==> src/sv/rgb_to_hsv_pixel_macros.svh <==
// ----------------------------------------------------------------------------
// rgb_to_hsv_pixel_macros
// assertion macros shared by the rgb to hsv pixel converter
// ----------------------------------------------------------------------------
`ifndef RGB_TO_HSV_PIXEL_MACROS_SVH
`define RGB_TO_HSV_PIXEL_MACROS_SVH

`ifndef NO_ASSERTIONS
// property that must hold at every clock edge out of reset
`define RTH_ASSERT(lbl, prop) \
  lbl: assert property (@(posedge clk_i) disable iff (!rst_ni) (prop)) \
    else $error("rth assertion failed");
// property that must hold in the cycle after a trigger
`define RTH_ASSERT_NEXT(lbl, ante, cons) \
  lbl: assert property (@(posedge clk_i) disable iff (!rst_ni) (ante) |=> (cons)) \
    else $error("rth assertion failed");
`else
`define RTH_ASSERT(lbl, prop)
`define RTH_ASSERT_NEXT(lbl, ante, cons)
`endif

`endif

==> src/sv/rth_pkg.sv <==
`timescale 1ns / 1ps
`default_nettype none
// ----------------------------------------------------------------------------
// rth_pkg
// types and constants of the rgb to hsv pixel converter
// ----------------------------------------------------------------------------
package rth_pkg;

  // channel and result widths
  localparam int unsigned PIX_W = 8;
  localparam int unsigned Q_W   = 8;

  // divider operand widths
  // hue: (510*num + 6d) / (12d), num <= 6d <= 1530
  localparam int unsigned HUE_NUM_W = 20;
  localparam int unsigned HUE_DEN_W = 12;
  // saturation: (510*d + mx) / (2*mx)
  localparam int unsigned SAT_NUM_W = 17;
  localparam int unsigned SAT_DEN_W = 9;

  // intermediate widths
  localparam int unsigned KD_W  = 11;
  localparam int unsigned NUM_W = 12;
  localparam int unsigned K_W   = 3;

  // twice the full scale, for half-up rounding
  localparam int unsigned SCALE2  = 510;
  localparam int unsigned SECTORS = 6;

  // sector bases picked by the minimum channel
  localparam logic [K_W-1:0] K_RED_MIN   = 3'd3;
  localparam logic [K_W-1:0] K_GREEN_MIN = 3'd5;
  localparam logic [K_W-1:0] K_BLUE_MIN  = 3'd1;

  // request moving down the divider chain
  typedef struct packed {
    logic [HUE_NUM_W-1:0] hue_rem;
    logic [HUE_DEN_W-1:0] hue_den;
    logic [SAT_NUM_W-1:0] sat_rem;
    logic [SAT_DEN_W-1:0] sat_den;
    logic [Q_W-1:0]       hue_quo;
    logic [Q_W-1:0]       sat_quo;
    logic [PIX_W-1:0]     brightness;
  } rth_work_t;

endpackage
`default_nettype wire

==> src/sv/rth_front.sv <==
`timescale 1ns / 1ps
`default_nettype none
// ----------------------------------------------------------------------------
// rth_front
// first stage: extremes, sector offset and divider operands of a pixel
// ----------------------------------------------------------------------------
module rth_front (
  input  logic                  clk_i,
  input  logic                  rst_ni,
  input  logic                  in_valid_i,
  output logic                  in_ready_o,
  input  logic [7:0]            red_i,
  input  logic [7:0]            green_i,
  input  logic [7:0]            blue_i,
  output logic                  out_valid_o,
  input  logic                  out_ready_i,
  output rth_pkg::rth_work_t    out_work_o
);
  import rth_pkg::*;

  logic [PIX_W-1:0]        mx;
  logic [PIX_W-1:0]        mn;
  logic [PIX_W-1:0]        d;
  logic [K_W-1:0]          k;
  logic signed [PIX_W:0]   f;
  logic [KD_W-1:0]         kd;
  logic signed [NUM_W-1:0] num;
  logic [KD_W-1:0]         unum;
  rth_work_t               work_d;
  rth_work_t               work_q;
  logic                    valid_q;

  // largest and smallest channel
  always_comb begin
    mx = (red_i > green_i) ? red_i : green_i;
    mx = (mx > blue_i) ? mx : blue_i;
    mn = (red_i < green_i) ? red_i : green_i;
    mn = (mn < blue_i) ? mn : blue_i;
    d  = mx - mn;
  end

  // sector base and offset, red tested first on ties
  always_comb begin
    priority if (red_i == mn) begin
      k = K_RED_MIN;
      f = $signed({1'b0, green_i}) - $signed({1'b0, blue_i});
    end else if (green_i == mn) begin
      k = K_GREEN_MIN;
      f = $signed({1'b0, blue_i}) - $signed({1'b0, red_i});
    end else begin
      k = K_BLUE_MIN;
      f = $signed({1'b0, red_i}) - $signed({1'b0, green_i});
    end
  end

  // hue numerator k*d - f, floored at zero
  always_comb begin
    kd   = KD_W'(k) * KD_W'(d);
    num  = $signed({1'b0, kd}) - $signed({{(NUM_W-PIX_W-1){f[PIX_W]}}, f});
    unum = num[NUM_W-1] ? '0 : num[KD_W-1:0];
  end

  // divider operands; a grey pixel divides zero by one
  always_comb begin
    work_d            = '0;
    work_d.brightness = mx;
    if (d == '0) begin
      work_d.hue_den = HUE_DEN_W'(1);
      work_d.sat_den = SAT_DEN_W'(1);
    end else begin
      work_d.hue_rem = HUE_NUM_W'(unum) * HUE_NUM_W'(SCALE2)
                     + HUE_NUM_W'(d) * HUE_NUM_W'(SECTORS);
      work_d.hue_den = HUE_DEN_W'(d) * HUE_DEN_W'(2 * SECTORS);
      work_d.sat_rem = SAT_NUM_W'(d) * SAT_NUM_W'(SCALE2) + SAT_NUM_W'(mx);
      work_d.sat_den = {mx, 1'b0};
    end
  end

  // stage handshake
  assign in_ready_o = !valid_q || out_ready_i;

  always_ff @(posedge clk_i or negedge rst_ni) begin
    if (!rst_ni) begin
      valid_q <= 1'b0;
    end else if (in_ready_o) begin
      valid_q <= in_valid_i;
    end
  end

  // operand register
  always_ff @(posedge clk_i) begin
    if (in_ready_o && in_valid_i) begin
      work_q <= work_d;
    end
  end

  assign out_valid_o = valid_q;
  assign out_work_o  = work_q;

endmodule
`default_nettype wire

==> src/sv/rth_cell.sv <==
`timescale 1ns / 1ps
`default_nettype none
`include "rgb_to_hsv_pixel_macros.svh"
// ----------------------------------------------------------------------------
// rth_cell
// one restoring divider cell: settles one quotient bit of hue and saturation
// ----------------------------------------------------------------------------
module rth_cell #(
  parameter int unsigned BIT = 0
) (
  input  logic                  clk_i,
  input  logic                  rst_ni,
  input  logic                  in_valid_i,
  output logic                  in_ready_o,
  input  rth_pkg::rth_work_t    in_work_i,
  output logic                  out_valid_o,
  input  logic                  out_ready_i,
  output rth_pkg::rth_work_t    out_work_o
);
  import rth_pkg::*;

  logic [HUE_NUM_W-1:0] hue_sub;
  logic [SAT_NUM_W-1:0] sat_sub;
  rth_work_t            work_d;
  rth_work_t            work_q;
  logic                 valid_q;

  // trial subtraction of the shifted divisors
  always_comb begin
    hue_sub = HUE_NUM_W'(in_work_i.hue_den) << BIT;
    sat_sub = SAT_NUM_W'(in_work_i.sat_den) << BIT;
    work_d  = in_work_i;
    if (in_work_i.hue_rem >= hue_sub) begin
      work_d.hue_rem      = in_work_i.hue_rem - hue_sub;
      work_d.hue_quo[BIT] = 1'b1;
    end
    if (in_work_i.sat_rem >= sat_sub) begin
      work_d.sat_rem      = in_work_i.sat_rem - sat_sub;
      work_d.sat_quo[BIT] = 1'b1;
    end
  end

  // stage handshake
  assign in_ready_o = !valid_q || out_ready_i;

  always_ff @(posedge clk_i or negedge rst_ni) begin
    if (!rst_ni) begin
      valid_q <= 1'b0;
    end else if (in_ready_o) begin
      valid_q <= in_valid_i;
    end
  end

  // partial quotient register
  always_ff @(posedge clk_i) begin
    if (in_ready_o && in_valid_i) begin
      work_q <= work_d;
    end
  end

  assign out_valid_o = valid_q;
  assign out_work_o  = work_q;

  // remainder stays below the divisor weight of this bit
  `RTH_ASSERT(a_hue_rem_bound, !valid_q || (work_q.hue_rem < (HUE_NUM_W'(work_q.hue_den) << BIT)))
  `RTH_ASSERT(a_sat_rem_bound, !valid_q || (work_q.sat_rem < (SAT_NUM_W'(work_q.sat_den) << BIT)))

endmodule
`default_nettype wire

==> src/sv/rgb_to_hsv_pixel.sv <==
`timescale 1ns / 1ps
`default_nettype none
`include "rgb_to_hsv_pixel_macros.svh"
// ----------------------------------------------------------------------------
// rgb_to_hsv_pixel
// 8-bit rgb pixel to 8-bit hsv converter
// ----------------------------------------------------------------------------
// Takes one pixel per clock while in_stall_o is low and gives one hsv result
// per pixel, in order. A front stage finds the extremes and divider operands,
// then a chain of eight divider cells settles one quotient bit each of hue and
// saturation, most significant bit first.
// Every stage holds its request while the next one stalls, so the chain keeps
// up to nine pixels in flight and stalls the input only when all are full.
// Hue and saturation are rounded half up; a grey pixel gives zero for both.
module rgb_to_hsv_pixel (
  input  logic       clk_i,
  input  logic       rst_ni,
  input  logic       in_valid_i,
  output logic       in_stall_o,
  input  logic [7:0] red_i,
  input  logic [7:0] green_i,
  input  logic [7:0] blue_i,
  output logic       out_valid_o,
  input  logic       out_stall_i,
  output logic [7:0] hue_o,
  output logic [7:0] saturation_o,
  output logic [7:0] brightness_o
);
  import rth_pkg::*;

  logic      front_ready;
  logic      cell_valid [Q_W+1];
  logic      cell_ready [Q_W+1];
  rth_work_t cell_work  [Q_W+1];

  // extremes and operands
  rth_front u_front (
    .clk_i       (clk_i),
    .rst_ni      (rst_ni),
    .in_valid_i  (in_valid_i),
    .in_ready_o  (front_ready),
    .red_i       (red_i),
    .green_i     (green_i),
    .blue_i      (blue_i),
    .out_valid_o (cell_valid[0]),
    .out_ready_i (cell_ready[0]),
    .out_work_o  (cell_work[0])
  );

  // divider chain, one quotient bit per cell
  for (genvar i = 0; i < Q_W; i++) begin : g_cell
    rth_cell #(
      .BIT (Q_W - 1 - i)
    ) u_cell (
      .clk_i       (clk_i),
      .rst_ni      (rst_ni),
      .in_valid_i  (cell_valid[i]),
      .in_ready_o  (cell_ready[i]),
      .in_work_i   (cell_work[i]),
      .out_valid_o (cell_valid[i+1]),
      .out_ready_i (cell_ready[i+1]),
      .out_work_o  (cell_work[i+1])
    );
  end

  // ports
  assign in_stall_o      = !front_ready;
  assign cell_ready[Q_W] = !out_stall_i;
  assign out_valid_o     = cell_valid[Q_W];
  assign hue_o           = cell_work[Q_W].hue_quo;
  assign saturation_o    = cell_work[Q_W].sat_quo;
  assign brightness_o    = cell_work[Q_W].brightness;

  // input stalls only when the chain is full and the output is stalled
  `RTH_ASSERT(a_stall_only_when_full, !in_stall_o || (out_valid_o && out_stall_i))
  // a black pixel never carries saturation
  `RTH_ASSERT(a_black_no_sat, !out_valid_o || brightness_o != '0 || saturation_o == '0)
  // a result taken with nothing behind it leaves the output empty
  `RTH_ASSERT_NEXT(a_drain, out_valid_o && !out_stall_i && !cell_valid[Q_W-1], !out_valid_o)

endmodule
`default_nettype wire
==> config.mk <==
export PLATFORM = sky130hd
export DESIGN_NAME = rgb_to_hsv_pixel
export DESIGN_NICKNAME = d
export VERILOG_FILES = /design/src/sv/rth_pkg.sv /design/src/sv/rth_front.sv /design/src/sv/rth_cell.sv /design/src/sv/rgb_to_hsv_pixel.sv
export VERILOG_INCLUDE_DIRS = /design/src /design/src/sv
export SDC_FILE = /design/constraint.sdc
export NUM_CORES = 1
export LEC_CHECK = 0
export BUFFER_PORTS_ARGS = -buffer_cell sky130_fd_sc_hd__clkbuf_2
export CAP_MARGIN = 20
export CORE_MARGIN = 4
export CORE_UTILIZATION = 55
export DETAILED_ROUTE_END_ITERATION = 16
export GPL_TIMING_DRIVEN = 0
export PLACE_DENSITY = 0.81
export SLEW_MARGIN = 5
export SYNTH_ARGS = -nofsm -noshare
export SYNTH_HDL_FRONTEND = slang
export SYNTH_SLANG_ARGS = --single-unit
==> constraint.sdc <==
create_clock -name clk_i -period 11.6 [get_ports clk_i]
set_input_delay 1.16 -clock clk_i [delete_from_list [all_inputs] [get_ports clk_i]]
set_output_delay 1.16 -clock clk_i [all_outputs]
set_load 0.01 [all_outputs]
Yosys cells after proc, flatten, opt, wreduce, memory -nomap -nowiden
Cells that the tools add are included.
Widths: inputs -> output; s select.
{"block": "op_classes", "eq_ne": 2, "n_addsub": 21, "n_reduce_logical": 30, "mux": 25, "n_lt_le_gt_ge": 20, "multipliers": 5}
{"cell": "$mux 20", "n": 7}
{"cell": "$mux 17", "n": 7}
{"cell": "$mux 8", "n": 4}
{"cell": "$sub 8x8->9", "n": 3}
{"cell": "$add 20x11->20", "n": 1}
{"cell": "$ge 20x12->1", "n": 1}
{"cell": "$ge 20x13->1", "n": 1}
{"cell": "$ge 20x14->1", "n": 1}
{"cell": "$ge 20x15->1", "n": 1}
{"cell": "$ge 20x16->1", "n": 1}
{"cell": "$ge 20x17->1", "n": 1}
{"cell": "$ge 20x18->1", "n": 1}
{"cell": "$ge 20x19->1", "n": 1}
{"cell": "$mul 8x2->10 const B", "n": 2}
{"cell": "$sub 20x13->20", "n": 1}
{"cell": "$sub 20x14->20", "n": 1}
{"cell": "$sub 20x15->20", "n": 1}
{"cell": "$sub 20x16->20", "n": 1}
{"cell": "$sub 20x17->20", "n": 1}
{"cell": "$sub 20x18->20", "n": 1}
{"cell": "$sub 20x19->20", "n": 1}
{"cell": "$mul 11x8->19 const B", "n": 1}
{"cell": "$mux 9", "n": 2}
{"cell": "$add 17x8->17", "n": 1}
{"cell": "other kinds (29)", "n": 60}
{"block": "word_totals", "reg_bits": 617, "elab_cells": 185}

Longest topological paths before layout
Gate-level depths: netlist of the first run.
{"block": "depth", "depth_word": 12, "depth_mapped": 68}

Cells and area by module
A second synthesis of the first run with hierarchy kept.
{"block": "unflattened", "hier_cells": 3706, "area_unflattened_um2": 43177.7}
{"module": "rth_front", "n_inst": 1, "seq_area_each_um2": 1886.8, "area_per_inst_um2": 10890.4, "cells_each": 1220}
{"module": "rth_cell (g_cell[6].u_cell)", "n_inst": 1, "seq_area_each_um2": 2487.4, "area_per_inst_um2": 4220.3, "cells_each": 327}
{"module": "rth_cell (g_cell[7].u_cell)", "n_inst": 1, "seq_area_each_um2": 2487.4, "area_per_inst_um2": 4124.0, "cells_each": 334}
{"module": "rth_cell (g_cell[5].u_cell)", "n_inst": 1, "seq_area_each_um2": 2487.4, "area_per_inst_um2": 4090.2, "cells_each": 311}
{"module": "rth_cell (g_cell[3].u_cell)", "n_inst": 1, "seq_area_each_um2": 2487.4, "area_per_inst_um2": 4072.7, "cells_each": 318}
{"module": "rth_cell (g_cell[4].u_cell)", "n_inst": 1, "seq_area_each_um2": 2487.4, "area_per_inst_um2": 4028.9, "cells_each": 309}
{"module": "rth_cell (g_cell[2].u_cell)", "n_inst": 1, "seq_area_each_um2": 2487.4, "area_per_inst_um2": 3977.6, "cells_each": 302}
{"module": "rth_cell (g_cell[1].u_cell)", "n_inst": 1, "seq_area_each_um2": 2487.4, "area_per_inst_um2": 3921.3, "cells_each": 300}
{"module": "rth_cell (g_cell[0].u_cell)", "n_inst": 1, "seq_area_each_um2": 2487.4, "area_per_inst_um2": 3844.9, "cells_each": 283}
{"module": "rgb_to_hsv_pixel", "n_inst": 1, "seq_area_each_um2": 0.0, "area_per_inst_um2": 7.5, "cells_each": 2}

Least setup slack after synthesis of the first run
OpenSTA, ideal clock, no wires.
{"block": "synth_path", "path_type": "input port to flip-flop", "start": "input green_i[4]", "end": "register u_front.work_q, in the netlist u_front.out_work_o[76] (data pin)", "required_time_ps": 11453, "path_stages": 57, "arrival_time_ps": 14161, "n_path_buf": 4, "slack_ps": -2708, "setup_time_ps": 147, "cell_sequence": "inv_1 -> ha_1 -> a21o_1 -> a221o_1 -> nor2_2 -> clkbuf_1 -> nand2_1 -> o21ai_0 -> ha_1 -> nand4_1 -> a21oi_1 -> or2_2 -> clkbuf_1 -> nor3_1 -> clkbuf_1 -> a21oi_1 -> ha_1 -> fa_1 -> (+21 left out) -> ha_1 -> ha_1 -> xor2_1 -> ha_1 -> fa_1 -> inv_1 -> fa_1 -> inv_1 -> ha_1 -> inv_1 -> o21bai_1 -> a21oi_1 -> xnor2_1 -> ha_1 -> nand3_1 -> o31a_1 -> or4_1 -> a21oi_1"}
{"block": "synth_via", "elab_chain_len": 12, "word_cells_on_any_way": 24}
{"item": "start: declaration", "line_no": "rgb_to_hsv_pixel.sv:21", "rtl": "input logic [7:0] green_i,"}
{"item": "parallel branches: the longest is 12 deep, another holds $add 20x11->20"}
{"item": "end signal: assignment", "line_no": "rth_front.sv:93", "rtl": "work_q <= work_d;"}
{"item": "end: declaration", "line_no": "rth_front.sv:30", "rtl": "rth_work_t work_q;"}
Several ways; the timed one is not identified.
A chain may end at the register's enable or synchronous reset.

Final worst setup path of the first run
{"block": "layout_path", "start": "input red_i[2]", "end": "register u_front.work_q, in the netlist u_front.out_work_o[79] (data pin)"}
{"block": "layout_via", "elab_chain_len": 12, "word_cells_on_any_way": 24}
{"item": "start: declaration", "line_no": "rgb_to_hsv_pixel.sv:20", "rtl": "input logic [7:0] red_i,"}
{"item": "parallel branches: the longest is 12 deep, another holds $add 20x11->20"}
Several ways; the timed one is not identified.

==> results.sh, run 1 <==
export IMPL_status="finished with violations"
export IMPL_violations="setup timing"
export IMPL_post_drt_wl_per_cell_um=16.4
export IMPL_first_pass_iters=5
export IMPL_synth_cell_types=78
export IMPL_numCtsBuffers=55
export IMPL_port_buffers=53
export IMPL_path_depth=58
export IMPL_drt_iter0_drc=1635
export IMPL_max_freq_ghz=0.0781
export IMPL_grt_ovfl_total=0
export IMPL_period_needed_ns=12.81
export IMPL_slew_headroom_pct=35.3
export IMPL_area_delta_synth_final_pct=15.4
export IMPL_crit_buf_inv=12
export IMPL_synthCells=3269
export IMPL_fin_util_pct=64.5
export IMPL_cp_common_cell="ha_4"
export IMPL_die_w_um=265
export IMPL_finalMaxSlewViolations=0
export IMPL_place_ws_ns=-3.81
export IMPL_ys_seq_area_share_pct=48.4
export IMPL_holdBufCountCts=0
export IMPL_avgSynthCellArea_sq_um=11.1
export IMPL_worst_r2r_path_depth=15
export IMPL_critPathKind="input pin to register"
export IMPL_synth_seq_cells=585
export IMPL_dieArea_sq_um=70000
export IMPL_cts_tree="done"
export IMPL_via_count=24400
export IMPL_grt_pass1_vias=24300
export IMPL_cts_root_buf="clkbuf_16"
export IMPL_syn_cell_area_sq_um=36200
export IMPL_antenna_cells=0
export IMPL_clock_sinks=585
export IMPL_maxCapViolCount=0
export IMPL_critPathLaunchType="input pin"
export IMPL_ant_nets=0
export IMPL_crit_path_end_kind="register"
export IMPL_met1Wirelength_um=28600
export IMPL_grt_max_degree=71
export IMPL_htree_num_levels=2
export IMPL_rsz0062_at_grt="true"
export IMPL_io_pins=54
export IMPL_syn_nets=3716
export IMPL_path_max_fanout=6
export IMPL_layout_commonest_cell="edfxtp_1"
export IMPL_hp_class="register to register"
export IMPL_hold_viol=0
export IMPL_gp_congestion=0.944
export IMPL_critical_path_top_delay_family="adder cells"
export IMPL_clk_pin_slew_ns=0.06
export IMPL_regArea_sq_um=17500
export IMPL_antenna_found_initial=0
export IMPL_yosys_most_used_dff="edfxtp_1"
export IMPL_finalClockSkew_ns=0.0243
export IMPL_multiInputGateArea_sq_um=17800
export IMPL_stdcell_count=4381
export IMPL_core_area_sq_um=64800
export IMPL_cts_path_max_buffers=3
export IMPL_drive_above_1_share_pct=14.6
export IMPL_place_inst=4190
export IMPL_wl_met2_um=36900
export IMPL_required_ns=11.90
export IMPL_crit_slowest_cell="fa_1"
export IMPL_final_cell_mix="edfxtp_1 (576), inv_1 (443), ha_1 (301)"
export IMPL_synthArstFlopShare_pct=1.54
export IMPL_nFillCells=4625
export IMPL_hpwl_um=53600
export IMPL_max_stage_delay_ns=0.55
export IMPL_fin_ws_ns=-1.21
export IMPL_routed_wl_um=71800
export IMPL_synth_edf_count=576
export IMPL_wl_met3_um=2890
export IMPL_layout_nets=3932
export IMPL_cp_data_arrival_time_ns=13.10
export IMPL_clock_latency_ns=0.60
export IMPL_hold_path_depth=0
export IMPL_avgViaCountPerCell=5.56
export IMPL_dr_max_layer_used="met4"
export IMPL_setup_viol=14
export IMPL_worstMarginPinSlew_ns=0.969
export IMPL_initial_core_util_pct=55.9
export IMPL_drc=0
export IMPL_rows=93
export IMPL_track_usage_pct=20.2
export IMPL_die_y_um=265
export IMPL_yosys_warnings=0
export IMPL_grt_pass1_wl_um=118000
export IMPL_layout_worst_path_cycle_share_pct=110
## kinds of logic (layout without fill, tap and decap cells)
group                    after synthesis  after routing  share of synthesized area (%)
AO/OA/AOI/OAI                        675            675                           11.5
XOR/XNOR                             242            242                           5.91
adder cells (fa/ha/maj)              423            423                           16.5
buffers and inverters                543            800                           5.88
flip-flops                           585            585                           48.4
multiplexers                          52             52                           1.53
AND/OR/NAND/NOR                      749            749                           10.3
## sequential cells by signal, indices dropped and copies added, names as in the netlist
register	cells
g_cell.u_cell.out_work_o	514
u_front.out_work_o	62
g_cell.u_cell.out_valid_o	8
u_front.out_valid_o	1
## synthesized netlist by cell type (47+ instances only)
cell type  count  area (sq um)
inv_1        473          1780
fa_1          90          1800
o21ai_0      158           791
xnor2_1      152          1330
nand3_1       47           235
nor3_1        52           260
nor2_1       200           751
nand2_1      173           649
ha_1         329          4120
edfxtp_1     576         17300
a21o_1        78           586
nand2b_1      50           313
a21oi_1      241          1210
xor2_1        88           771
## per-stage QoR
| stage | TNS, ns | cell area [sq um] | hold WS (ns) |
|---|---|---|---|
| after global routing | -16.68 | 41800 | 0.414 |
| final | -11.43 | 41800 | 0.397 |
| after global placement | -51.60 | 38000 | 0.401 |
| after detailed placement | -52.25 | 38300 | 0.405 |
| after CTS | -8.24 | 41300 | 0.400 |
| after floorplan | -9.97 | 36600 | 0.400 |
## routing by layer
layer,global-route usage [%],vias up
li1,-,12000
met4,8.79,0
met3,2.32,216
met1,23.9,11600
met5,0,-
met2,37.1,600
## final timing paths
path                                                        end                             from  slack, ns
worst max register to register  g_cell[5].u_cell.out_work_o[72]  g_cell[4].u_cell.out_work_o[24]       7.30
max in group asynchronous          g_cell[1].u_cell.out_valid_o                           rst_ni      10.98
min in group asynchronous          g_cell[2].u_cell.out_valid_o                           rst_ni       0.43
worst max-delay path                     u_front.out_work_o[79]                         red_i[2]      -1.21
worst min-delay path            g_cell[4].u_cell.out_work_o[15]  g_cell[3].u_cell.out_work_o[15]       0.40
worst min register to register  g_cell[4].u_cell.out_work_o[15]  g_cell[3].u_cell.out_work_o[15]       0.40
## area by class of cell
| cell class | count | area share [%] |
|---|---|---|
| Multi-Input combinational cell | 2141 | 42.6 |
| Sequential cell | 585 | 41.9 |
| Inverter | 474 | 4.32 |
| Clock buffer | 70 | 3.53 |
| Timing Repair Buffer | 160 | 3.15 |
| Tap cell | 855 | 2.56 |
| Buffer | 68 | 1.03 |
| Clock inverter | 28 | 0.857 |
## timing repair
| item | CTS | global route |
|---|---|---|
| endpoints found under the setup margin | 19 | 15 |
| hold endpoints to repair | 0 | 0 |
| gates resized for setup | 150 | 70 |
| buffers inserted | 65 | 26 |
| cloned | 3 | 0 |
| pin swaps | 79 | 70 |
Power of run 1 is left out: the tool's default activity adds up to more than one toggle a clock period on the data nets, which glitch-free logic cannot reach.
==> inputs of run 2 (changes only) <==
- BUFFER_PORTS_ARGS: -buffer_cell sky130_fd_sc_hd__clkbuf_2 -> unset
- DONT_BUFFER_PORTS: unset -> 1
- PLACE_DENSITY: 0.81 -> 0.8
==> run 2 against run 1 <==
Effect of this change: the flow still finishes with violations (setup timing); die area is the same; register-to-register slack lost 0.09 ns; count of clock-buffer cells in the layout shrank 2; critical endpoint is now u_front.out_work_o[81].
==> results.sh, run 2 (synthesis gave the netlist of run 1 again) <==
export IMPL_violations="setup timing"
export IMPL_holdBufCountCts=0
export IMPL_final_cell_mix="edfxtp_1 (576), inv_1 (437), ha_1 (296)"
export IMPL_worstMarginPinSlew_ns=0.969
export IMPL_grt_max_degree=71
export IMPL_antenna_found_initial=1
export IMPL_cts_path_max_buffers=3
export IMPL_clk_pin_slew_ns=0.06
export IMPL_area_delta_synth_final_pct=16.4
export IMPL_fin_util_pct=65.0
export IMPL_stdcell_count=4389
export IMPL_port_buffers=0
export IMPL_critPathLaunchType="input pin"
export IMPL_finalMaxSlewViolations=0
export IMPL_antenna_cells=0
export IMPL_path_max_fanout=10
export IMPL_numCtsBuffers=54
export IMPL_first_pass_iters=6
export IMPL_required_ns=11.91
export IMPL_gp_congestion=0.951
export IMPL_fin_setup_tns_ns=-12.67
export IMPL_status="finished with violations"
export IMPL_worst_r2r_path_depth=15
export IMPL_r2r_start="g_cell[4].u_cell.out_work_o[24]"
export IMPL_die_w_um=265
export IMPL_maxCapViolCount=0
export IMPL_routed_wl_um=75800
export IMPL_regToRegSetupSlack_ns=7.21
export IMPL_rr_endpoint="g_cell[5].u_cell.out_work_o[71]"
export IMPL_drc=0
export IMPL_cts_root_buf="clkbuf_16"
export IMPL_core_area_sq_um=64800
export IMPL_setup_viol=14
export IMPL_max_freq_ghz=0.0773
export IMPL_critPathKind="input pin to register"
export IMPL_clock_sinks=585
export IMPL_rsz0062_at_grt="true"
export IMPL_initial_core_util_pct=55.9
export IMPL_htree_num_levels=2
export IMPL_hold_viol=0
export IMPL_rows=93
export IMPL_grt_ovfl_total=0
export IMPL_max_stage_delay_ns=0.57
export IMPL_via_count=24700
export IMPL_fin_ws_ns=-1.34
export IMPL_nFillCells=4514
export IMPL_place_inst=4137
export IMPL_hpwl_um=53200
export IMPL_largest_register_ffs=514
export IMPL_layout_nets=3941
export IMPL_finalClockSkew_ns=0.0258
export IMPL_dieArea_sq_um=70000
export IMPL_grt_pass1_wl_um=119000
export IMPL_io_pins=54
export IMPL_cts_tree="done"
export IMPL_track_usage_pct=20.4
export IMPL_clock_latency_ns=0.60
export IMPL_drt_iter0_drc=1617
export IMPL_die_y_um=265
export IMPL_layout_worst_path_cycle_share_pct=112
export IMPL_grt_pass1_vias=24600
export IMPL_cp_data_arrival_time_ns=13.25
export IMPL_drive_above_1_share_pct=15.8
export IMPL_layout_commonest_cell="edfxtp_1"
export IMPL_crit_slowest_cell="fa_1"
export IMPL_hp_class="input pin to asynchronous set/reset pin"
export IMPL_avgViaCountPerCell=5.63
export IMPL_slew_headroom_pct=35.2
export IMPL_post_drt_wl_per_cell_um=17.3
export IMPL_ant_nets=0
export IMPL_crit_path_end_kind="register"
export IMPL_period_needed_ns=12.94
export IMPL_hold_ws_ns=0.262
[run 2: changes by cell type in the layout (fill, tap and decap cells not counted), moves of 6 or more]
cell	change
a21oi_1	-7
a21oi_2	+8
buf_4	+56
clkbuf_2	-43
clkbuf_4	-6
inv_1	-6
xnor2_1	-6
[run 2: critical path: cells and delay by family]
kind                     cells  cell delay (ns)
AO/OA/AOI/OAI               21             3.86
XOR/XNOR                     5             0.99
adder cells (fa/ha/maj)     12             4.16
buffers and inverters        9             1.23
AND/OR/NAND/NOR             14             1.81
[run 2: routing by layer]
layer / track usage, % / share of wire, % / vias up / wire length (um)
li1: - / - / 12000 / -
met4: 9.21 / 5.7 / 2 / 4340
met3: 2.15 / 4.8 / 281 / 3650
met1: 23.9 / 38 / 11700 / 28900
met2: 37.8 / 51 / 769 / 38900
met5: 0 / 0.018 / - / 14
[run 2: layout make-up]
class	count	area, sq um	area share [%]
tap	855	1070	2.54
timing repair buffer	171	1540	3.65
inverter	474	1820	4.32
multi-input combinational	2141	18000	42.8
buffer	67	414	0.983
clock buffer	68	1430	3.38
clock inverter	28	322	0.763
sequential	585	17500	41.6
[run 2: through the flow]
step / worst slack, ns / area, sq um
after floorplan: -1.06 / 36600
after global routing: -1.80 / 42100
final: -1.34 / 42100
after CTS: -0.842 / 41000
after global placement: -3.22 / 37700
after detailed placement: -3.22 / 38000
[run 2: how the worst max path moves through the flow]
stage,cells past startpoint,from,end
after floorplan,58,green_i[4],u_front.out_work_o[78]
after global placement,60,green_i[4],u_front.out_work_o[79]
after detailed placement,59,green_i[4],u_front.out_work_o[79]
after CTS,61,green_i[4],u_front.out_work_o[80]
after global routing,58,green_i[1],u_front.out_work_o[81]
final,61,green_i[7],u_front.out_work_o[81]
[run 2: what timing repair did]
item                                    in CTS  in global routing
endpoints found under the setup margin      16                 26
hold endpoints to repair                     0                  0
cloned                                       2                  1
resized for setup                          115                144
setup buffers                              100                 65
pin swaps                                   89                133
Power of run 2 is left out for the same reason.
==> inputs of run 3 (changes only) <==
- GPL_TIMING_DRIVEN: 0 -> unset
==> run 3 against run 2 <==
Effect of this change: the run still ends with setup timing left; sequential share of layout area barely moved; worst setup slack improved by 0.99 ns; final area barely moved; routed wire length fell by 0.40%; global-route usage rose by 0.89 points; hold slack got worse by 0.0081 ns; clock skew rose by 0.012 ns; first-iteration DRC count fell by 2.0%; count of clock-buffer cells in the layout fell by 8; via count rose by 0.51%; die area did not move.
==> results.sh, run 3 (synthesis gave the netlist of run 1 again) <==
export IMPL_status="finished with violations"
export IMPL_violations="setup timing"
export IMPL_grt_pass1_wl_um=124000
export IMPL_grt_max_degree=73
export IMPL_layout_commonest_cell="edfxtp_1"
export IMPL_period_needed_ns=11.96
export IMPL_maxCapViolCount=0
export IMPL_gp_congestion=0.942
export IMPL_drt_iter0_drc=1584
export IMPL_largest_register_ffs=514
export IMPL_cp_data_arrival_time_ns=12.41
export IMPL_crit_buf_inv=12
export IMPL_hold_viol=0
export IMPL_met1Wirelength_um=29800
export IMPL_required_ns=12.05
export IMPL_worstMarginPinSlew_ns=1.04
export IMPL_dr_max_layer_used="met4"
export IMPL_drive_above_1_share_pct=17.4
export IMPL_dieArea_sq_um=70000
export IMPL_max_stage_delay_ns=0.56
export IMPL_wl_met3_um=2790
export IMPL_post_drt_wl_per_cell_um=16.9
export IMPL_io_pins=54
export IMPL_hold_ws_ns=0.254
export IMPL_htree_num_levels=2
export IMPL_cts_root_buf="clkbuf_16"
export IMPL_holdBufCountCts=0
export IMPL_die_w_um=265
export IMPL_hp_class="input pin to asynchronous set/reset pin"
export IMPL_drc=0
export IMPL_wl_met2_um=39200
export IMPL_fin_util_pct=65.1
export IMPL_grt_ovfl_total=0
export IMPL_path_depth=56
export IMPL_final_cell_mix="edfxtp_1 (576), inv_1 (446), ha_1 (298)"
export IMPL_finalClockSkew_ns=0.0376
export IMPL_critPathLaunchType="input pin"
export IMPL_track_usage_pct=21.3
export IMPL_area_delta_synth_final_pct=16.5
export IMPL_numCtsBuffers=55
export IMPL_hpwl_um=56100
export IMPL_antenna_found_initial=0
export IMPL_rsz0062_at_grt="true"
export IMPL_worst_r2r_path_depth=13
export IMPL_rows=93
export IMPL_cts_path_max_buffers=3
export IMPL_grt_pass1_vias=25500
export IMPL_crit_path_end_kind="register"
export IMPL_cts_tree="done"
export IMPL_path_max_fanout=8
export IMPL_layout_worst_path_cycle_share_pct=103
export IMPL_layout_nets=4003
export IMPL_clock_latency_ns=0.62
export IMPL_initial_core_util_pct=55.9
export IMPL_critPathKind="input pin to register"
export IMPL_fin_ws_ns=-0.358
export IMPL_setup_viol=10
export IMPL_antenna_cells=0
export IMPL_critical_path_top_delay_family="adder cells"
export IMPL_avgViaCountPerCell=5.57
export IMPL_routed_wl_um=75500
export IMPL_clk_pin_slew_ns=0.06
export IMPL_first_pass_iters=8
export IMPL_finalMaxSlewViolations=0
export IMPL_clock_sinks=585
export IMPL_via_count=24800
export IMPL_core_area_sq_um=64800
export IMPL_ant_nets=0
export IMPL_slew_headroom_pct=30.4
export IMPL_port_buffers=0
export IMPL_die_y_um=265
export IMPL_crit_slowest_cell="fa_1"
export IMPL_max_freq_ghz=0.0836
-- run 3: changes by cell type in the layout (fill, tap and decap cells not counted), moves of 7 or more --
cell | previous run | this run
a21oi_1 | 203 | 213
buf_12 | 11 | 1
buf_4 | 161 | 287
clkbuf_1 | 44 | 4
clkinv_2 | 7 | 14
inv_1 | 437 | 446
xnor2_1 | 132 | 139
-- run 3: layout make-up --
type                            instances  area, sq um
Clock buffer                           60         1420
Clock inverter                         44          457
Fill cell                            4586        22600
Inverter                              474         1780
Multi-Input combinational cell       2141        17600
Sequential cell                       585        17500
Tap cell                              855         1070
Timing Repair Buffer                  299         2300
-- run 3: repair_timing --
| item | in CTS | in global routing |
|---|---|---|
| pin swaps | 70 | 57 |
| setup buffers | 37 | 31 |
| resized for setup | 62 | 77 |
| setup endpoints to repair | 10 | 17 |
| gates cloned | 0 | 0 |
-- run 3: final timing paths --
path / startpoint / end / slack, ns
max: green_i[4] / u_front.out_work_o[78] / -0.36
min: rst_ni / g_cell[3].u_cell.out_valid_o / 0.25
max reg2reg: g_cell[4].u_cell.out_work_o[66] / g_cell[5].u_cell.out_work_o[70] / 7.42
min reg2reg: g_cell[6].u_cell.out_work_o[15] / g_cell[7].u_cell.out_work_o[15] / 0.38
max in group asynchronous: rst_ni / g_cell[1].u_cell.out_valid_o / 11.27
min in group clk_i: g_cell[6].u_cell.out_work_o[15] / g_cell[7].u_cell.out_work_o[15] / 0.38
-- run 3: per-layer routing --
| metal | up-vias | GRT usage (%) |
|---|---|---|
| met3 | 221 | 2.22 |
| li1 | 12100 | - |
| met1 | 11900 | 24.8 |
| met2 | 609 | 39.4 |
| met4 | 0 | 10.0 |
| met5 | - | 0 |
-- run 3: stage by stage --
stage	TNS [ns]	worst slack, ns	instance area, sq um	std cells
after floorplan	-9.97	-1.06	36600	3269
after global placement	-7.08	-0.815	39200	4287
after detailed placement	-11.41	-1.17	39200	4288
after CTS	-0.444	-0.109	41600	4429
after global routing	-7.54	-0.836	42200	4458
final	-2.66	-0.358	42200	4458
Power of run 3 is left out for the same reason.
